## src/pbm_pkg.sv

```systemverilog
// Package for the pixel blend unit: channel widths, blend mode codes,
// register indexes and the payload and sideband structs. No dependencies.
`default_nettype none
package pbm_pkg;

  localparam int CW = 8;             // bits per channel code
  localparam int WW = 9;             // mix weight width
  localparam int TW = 2 * CW + 1;    // first-step product width
  localparam int NW = 3 * CW + 2;    // dividend / remainder width
  localparam int DW = 2 * CW + 1;    // divisor width
  localparam int NUM_CH = 4;

  localparam logic [CW-1:0] CMAX = {CW{1'b1}};
  localparam logic [NW-1:0] MSQ  = NW'(CMAX) * NW'(CMAX);
  localparam logic [WW-1:0] WONE = WW'(256);

  typedef enum logic [3:0] {
    MODE_MIX      = 4'd0,
    MODE_MIN      = 4'd1,
    MODE_MAX      = 4'd2,
    MODE_OVERLAY  = 4'd3,
    MODE_SCREEN   = 4'd4,
    MODE_DIVIDE   = 4'd5,
    MODE_MULTIPLY = 4'd6,
    MODE_ADD      = 4'd7,
    MODE_SUB      = 4'd8,
    MODE_DIFF     = 4'd9
  } blend_mode_e;

  typedef enum logic [1:0] {
    REG_MODE   = 2'd0,
    REG_WEIGHT = 2'd1,
    REG_SINGLE = 2'd2
  } cfg_reg_e;

  typedef struct packed {
    logic [3:0]    mode;
    logic [WW-1:0] weight;
    logic          single;
  } cfg_t;

  typedef struct packed {
    logic [CW-1:0] first_red;
    logic [CW-1:0] first_green;
    logic [CW-1:0] first_blue;
    logic [CW-1:0] first_alpha;
    logic [CW-1:0] second_red;
    logic [CW-1:0] second_green;
    logic [CW-1:0] second_blue;
    logic [CW-1:0] second_alpha;
  } pix_in_t;

  typedef struct packed {
    logic [CW-1:0] out_red;
    logic [CW-1:0] out_green;
    logic [CW-1:0] out_blue;
    logic [CW-1:0] out_alpha;
  } pix_out_t;

  // Values carried alongside the divider
  typedef struct packed {
    logic [CW-1:0] simple;
    logic [CW:0]   sum;
    logic          zero;
  } side_t;

endpackage
`default_nettype wire

```

## src/pbm_div_step.sv

```systemverilog
// One restoring division step: one quotient bit per stage, registered.
// Depends on pbm_pkg.
`default_nettype none
module pbm_div_step #(
  parameter int SHIFT = 0
) (
  input  logic                     clk_i,
  input  logic                     en_i,
  input  logic [pbm_pkg::NW-1:0]   rem_i,
  input  logic [pbm_pkg::DW-1:0]   den_i,
  input  logic [pbm_pkg::CW-1:0]   quo_i,
  input  pbm_pkg::side_t           side_i,
  output logic [pbm_pkg::NW-1:0]   rem_o,
  output logic [pbm_pkg::DW-1:0]   den_o,
  output logic [pbm_pkg::CW-1:0]   quo_o,
  output pbm_pkg::side_t           side_o
);
  import pbm_pkg::*;

  logic [NW-1:0] trial;
  logic          fits;

  assign trial = NW'(den_i) << SHIFT;
  assign fits  = rem_i >= trial;

  always_ff @(posedge clk_i) begin
    if (en_i) begin
      rem_o  <= fits ? rem_i - trial : rem_i;
      quo_o  <= fits ? (quo_i | (CW'(1) << SHIFT)) : quo_i;
      den_o  <= den_i;
      side_o <= side_i;
    end
  end

endmodule
`default_nettype wire

```

## src/pbm_lane.sv

```systemverilog
// One channel lane: products, dividend setup, pipelined rounding divider
// and the final mode select. Depends on pbm_pkg and pbm_div_step.
`default_nettype none
module pbm_lane (
  input  logic                   clk_i,
  input  logic [pbm_pkg::CW+1:0] en_i,
  input  pbm_pkg::cfg_t          cfg_i,
  input  logic [pbm_pkg::CW-1:0] a_i,
  input  logic [pbm_pkg::CW-1:0] b_i,
  output logic [pbm_pkg::CW-1:0] res_o
);
  import pbm_pkg::*;

  blend_mode_e mode;
  assign mode = blend_mode_e'(cfg_i.mode);

  // first stage
  logic [WW-1:0]   wc;
  logic [CW+WW:0]  mixv;
  logic [CW-1:0]   hi, lo, simple_d;
  logic [CW:0]     sum;
  logic [TW-1:0]   prod_d;
  logic [CW-1:0]   a_q, b_q, hi_q, simple_q;
  logic [TW-1:0]   prod_q;

  assign wc   = (cfg_i.weight > WONE) ? WONE : cfg_i.weight;
  assign mixv = (CW+WW+1)'(a_i) * (CW+WW+1)'(WONE - wc)
              + (CW+WW+1)'(b_i) * (CW+WW+1)'(wc) + (CW+WW+1)'(128);
  assign hi   = (a_i > b_i) ? a_i : b_i;
  assign lo   = (a_i > b_i) ? b_i : a_i;
  assign sum  = (CW+1)'(a_i) + (CW+1)'(b_i);

  always_comb begin
    simple_d = '0;
    prod_d   = '0;
    case (mode)
      MODE_MIX:      simple_d = mixv[CW+7:8];
      MODE_MIN:      simple_d = lo;
      MODE_MAX:      simple_d = hi;
      MODE_ADD:      simple_d = sum[CW] ? CMAX : sum[CW-1:0];
      MODE_SUB:      simple_d = (a_i > b_i) ? a_i - b_i : '0;
      MODE_DIFF:     simple_d = hi - lo;
      MODE_OVERLAY:  prod_d = TW'(a_i) * TW'(CMAX)
                            + ((TW'(b_i) * TW'(CMAX - a_i)) << 1);
      MODE_SCREEN,
      MODE_MULTIPLY: prod_d = TW'(a_i) * TW'(b_i);
      MODE_DIVIDE:   prod_d = TW'(a_i) * TW'(CMAX);
      default:       simple_d = '0;
    endcase
  end

  always_ff @(posedge clk_i) begin
    if (en_i[0]) begin
      a_q      <= a_i;
      b_q      <= b_i;
      hi_q     <= hi;
      simple_q <= simple_d;
      prod_q   <= prod_d;
    end
  end

  // second stage: rounded-division operands
  logic [NW-1:0] num_d;
  logic [DW-1:0] den_d;
  side_t         side_d;

  always_comb begin
    num_d = '0;
    den_d = DW'(1);
    case (mode)
      MODE_OVERLAY: begin
        num_d = ((NW'(a_q) * NW'(prod_q)) << 1) + MSQ;
        den_d = DW'(MSQ << 1);
      end
      MODE_SCREEN, MODE_MULTIPLY: begin
        num_d = (NW'(prod_q) << 1) + NW'(CMAX);
        den_d = DW'(CMAX) << 1;
      end
      MODE_DIVIDE: begin
        num_d = (NW'(prod_q) << 1) + NW'(hi_q);
        den_d = DW'(hi_q) << 1;
      end
      default: num_d = '0;
    endcase
    side_d.simple = simple_q;
    side_d.sum    = (CW+1)'(a_q) + (CW+1)'(b_q);
    side_d.zero   = (hi_q == '0);
  end

  logic [NW-1:0] rem_s  [CW+1];
  logic [DW-1:0] den_s  [CW+1];
  logic [CW-1:0] quo_s  [CW+1];
  side_t         side_s [CW+1];

  always_ff @(posedge clk_i) begin
    if (en_i[1]) begin
      rem_s[0]  <= num_d;
      den_s[0]  <= den_d;
      quo_s[0]  <= '0;
      side_s[0] <= side_d;
    end
  end

  for (genvar k = 0; k < CW; k++) begin : g_div
    pbm_div_step #(.SHIFT(CW - 1 - k)) u_step (
      .clk_i  (clk_i),
      .en_i   (en_i[k+2]),
      .rem_i  (rem_s[k]),
      .den_i  (den_s[k]),
      .quo_i  (quo_s[k]),
      .side_i (side_s[k]),
      .rem_o  (rem_s[k+1]),
      .den_o  (den_s[k+1]),
      .quo_o  (quo_s[k+1]),
      .side_o (side_s[k+1])
    );
  end

  // final select; the remainder and divisor of the last step are spent
  logic [CW-1:0] q;
  side_t         sd;
  assign q  = quo_s[CW];
  assign sd = side_s[CW];

  always_comb begin
    case (mode)
      MODE_SCREEN:   res_o = CW'(sd.sum - (CW+1)'(q));
      MODE_OVERLAY,
      MODE_MULTIPLY: res_o = q;
      MODE_DIVIDE:   res_o = sd.zero ? '0 : q;
      default:       res_o = sd.simple;
    endcase
  end

endmodule
`default_nettype wire

```

## config.mk

```make
export PLATFORM = sky130hd
export DESIGN_NAME = pbm_lane
export DESIGN_NICKNAME = d
export VERILOG_FILES = /design/src/pbm_pkg.sv /design/src/pbm_div_step.sv /design/src/pbm_lane.sv
export SDC_FILE = /design/constraint.sdc
export NUM_CORES = 2
export LEC_CHECK = 0
export BUFFER_PORTS_ARGS = -buffer_cell sky130_fd_sc_hd__buf_2
export CAP_MARGIN = 0
export CORE_MARGIN = 1.5
export CORE_UTILIZATION = 70
export DETAILED_ROUTE_END_ITERATION = 8
export MAX_ROUTING_LAYER = met4
export PLACE_DENSITY_LB_ADDON = 0.08
export SYNTH_ARGS = -nofsm -noshare
export SYNTH_HDL_FRONTEND = slang
export SYNTH_SLANG_ARGS = --single-unit
```

## constraint.sdc

```tcl
create_clock -name clk_i -period 25.5 [get_ports clk_i]
set_input_delay 3.825 -clock clk_i [delete_from_list [all_inputs] [get_ports clk_i]]
set_output_delay 3.825 -clock clk_i [all_outputs]
set_load 0.02 [all_outputs]
```

==> metrics.yaml <==
critPathMaxStageDelay_ns: 0.59
cp_data_arrival_time_ns: 11.72
synth-seq-area-share_pct: 36.8
drv_cap: 0
synth-edff-count: 518
avgViaCountPerCell: 5.99
syn_area_per_cell_um2: 10.5
drt_first_pass_iters: 6
whs_path_depth: 0
ant_nets: 0
globalplace.congestion: 0.930
rows: 89
io_buffer_count: 47
detail_route.iter0.violations: 1910
regToRegSetupSlack_ns: 19.22
critPathMaxFanout: 18
critPathLaunchType: "input port"
cts.path.max_buffers: 3
cts_buffers: 53
area_delta_synth_final_pct: 6.44
critical_path_class: "input port to register"
drv_slew: 0
fin_crit_sh_pct: 44.6
crit_top_cell: "fa_1"
cts_hold_buf: 0
syn-cell-area_mm2: 0.0422
min_path_type: "register to register"
clk_pin_slew_worst_paths_ns: 0.07
antenna_found_initial: 3
slowest_stage: "xor2_1"
final_cell_mix: "580 x inv_1, 518 x edfxtp_1, 409 x ha_1, 327 x fa_1, 314 x nand2_1"
cp.buffers_inverters: 5
r2r_cells: 17
hold_path_end: "g_div[0].u_step.side_o[0]"
synthDistinctLibCells: 99
cts_resized: 0
die_area_mm2: 0.0618
setup_viol: 0
vias: 29100
core_mm2: 0.0594
cts.sink_count: 518
reg2reg_to: "rem_s[232]"
postCtsSetupBuffers: 0
fin_crit_ns: 11.39
reg2reg_from: "a_q[6]"
boundaryPins: 49
wirelength_um: 93000
clock_skew_ns: 0.0221
hp-start: "side_s[144]"
rsz0062_at_grt: "false"
track_usage_pct: 31.4
setup-tns-final_ns: 0
ys.flop_type: "edfxtp_1"
htreeDepth: 2
relSlewSlack_pct: 25.0
end_kind: "register"
drc: 0
yosys-top-cells-area: "edfxtp_1 37%, fa_1 15%, ha_1 12%"
grt_pass1_vias: 29100
cp_data_required_time_ns: 25.84
synthCells: 4015
synth_top_area_share_pct: 36.8
nNetsFinal: 4810
final_hold_viol_count: 0
synth_top_area_cell: "edfxtp_1"
tightestPinTransition_ns: 1.12
grt_max_degree: 60
async_flop_share_pct: 0
cts_tree: "built"
yosysWarnings: 0
die_w_um: 249
routedWlPerCell_um: 19.2
grt_overflow: 0
fmax_ghz: 0.0878
insertion_delay_ns: 0.62
layout-drive-gt1-share_pct: 5.30
synth_seq_cells: 518
layout_commonest_cell: "inv_1"
die_h_um: 249
start_util_pct: 71.2
hpwlAfterDp_um: 69200
status: "finished, final reports clean"
grt_pass1_wl_um: 150000
critical_path.top_delay_family: "adder cells"
root_buffer: "clkbuf_16"
-- cell families (layout without fill, tap and decap cells) --
group           count (synthesis)  count (layout)  synth area share [%]
compound gates                678             678                  10.5
fa+ha+maj                     736             736                  27.6
flops                         518             518                  36.8
buf+inv                       702             756                  6.32
other cells                     2              13                0.0178
xor+xnor                      240             240                  5.04
simple gates                 1106            1106                  12.9
mux                            33              33                 0.856
-- Yosys cell counts (7+ instances only) --
| cell type | count |
|---|---|
| inv_1 | 580 |
| edfxtp_1 | 518 |
| ha_1 | 409 |
| fa_1 | 327 |
| nand2_1 | 314 |
| nor2_1 | 280 |
| a21oi_1 | 194 |
| and2_1 | 163 |
| o21ai_0 | 136 |
| xnor2_1 | 134 |
| xor2_1 | 104 |
| clkbuf_1 | 97 |
| a21o_1 | 58 |
| nor3_1 | 57 |
| nor2b_1 | 53 |
| nand3_1 | 50 |
| o21a_1 | 38 |
| nand2b_1 | 31 |
| nand4_1 | 29 |
| o21bai_1 | 28 |
| mux2_2 | 25 |
| a211oi_1 | 24 |
| a22oi_1 | 24 |
| or3_1 | 24 |
| o31ai_1 | 21 |
| nor4_1 | 19 |
| a31oi_1 | 16 |
| and3_1 | 16 |
| o22ai_1 | 14 |
| a211o_1 | 12 |
| o211ai_1 | 11 |
| or2_2 | 11 |
| or4_1 | 11 |
| a21boi_0 | 10 |
| o31a_1 | 10 |
| buf_2 | 9 |
| a221oi_1 | 8 |
| mux2i_1 | 8 |
| o21ai_1 | 8 |
| clkinv_1 | 7 |
| nand4b_1 | 7 |
-- worst max path at each step --
stage,from,to,slack (ns),cells after the start
final,cfg_i[9],simple_q[7],14.11,27
after floorplan,cfg_i[1],simple_q[7],14.72,27
after detailed placement,cfg_i[9],simple_q[7],13.60,27
after global routing,cfg_i[9],simple_q[7],13.73,27
after global placement,cfg_i[9],simple_q[7],13.65,27
after CTS,cfg_i[9],simple_q[7],14.22,27
-- state kept, by name, summed over array words and instances (netlist names) --
name / cells
side_s: 17
g_div.u_step.rem_o: 182
simple_q: 8
g_div.u_step.quo_o: 36
den_s: 9
g_div.u_step.side_o: 136
g_div.u_step.den_o: 63
prod_q: 17
a_q: 8
rem_s: 26
hi_q: 8
b_q: 8
-- final cells by class --
type | count | area, um2
diodes | 3 | 7.51
flip-flops and latches | 518 | 15600
fillers | 4002 | 14400
clock buffers | 60 | 1350
multi-input cells | 2803 | 24000
clock inverters | 39 | 422
repair buffers | 68 | 393
inverters | 589 | 2210
well taps | 773 | 967
-- stage by stage --
| step | hold slack [ns] | utilization (%) | std cells | setup slack, ns | cell area, um2 |
|---|---|---|---|---|---|
| 3_5_place_dp | 0.405 | 72.7 | 4751 | 13.60 | 43200 |
| 2_1_floorplan | 0.400 | - | 4023 | 14.72 | 42300 |
| 4_1_cts | 0.402 | 75.7 | 4850 | 14.22 | 44900 |
| 6_report | 0.406 | 75.7 | 4853 | 14.11 | 45000 |
| 5_1_grt | 0.419 | 75.7 | 4853 | 13.73 | 45000 |
| 3_3_place_gp | 0.400 | 72.7 | 4751 | 13.65 | 43200 |
-- routing by layer --
layer  global-route usage (%)  up-vias  wire, um
li1                         -    13800         -
met1                     39.8    14100     37800
met2                     52.7      998     46400
met3                     3.96      192      5780
met4                     10.9        0      3030
met5                        -        -         0
Power is left out: the tool's default activity adds up to more than one toggle a clock period on the data nets, which glitch-free logic cannot reach.
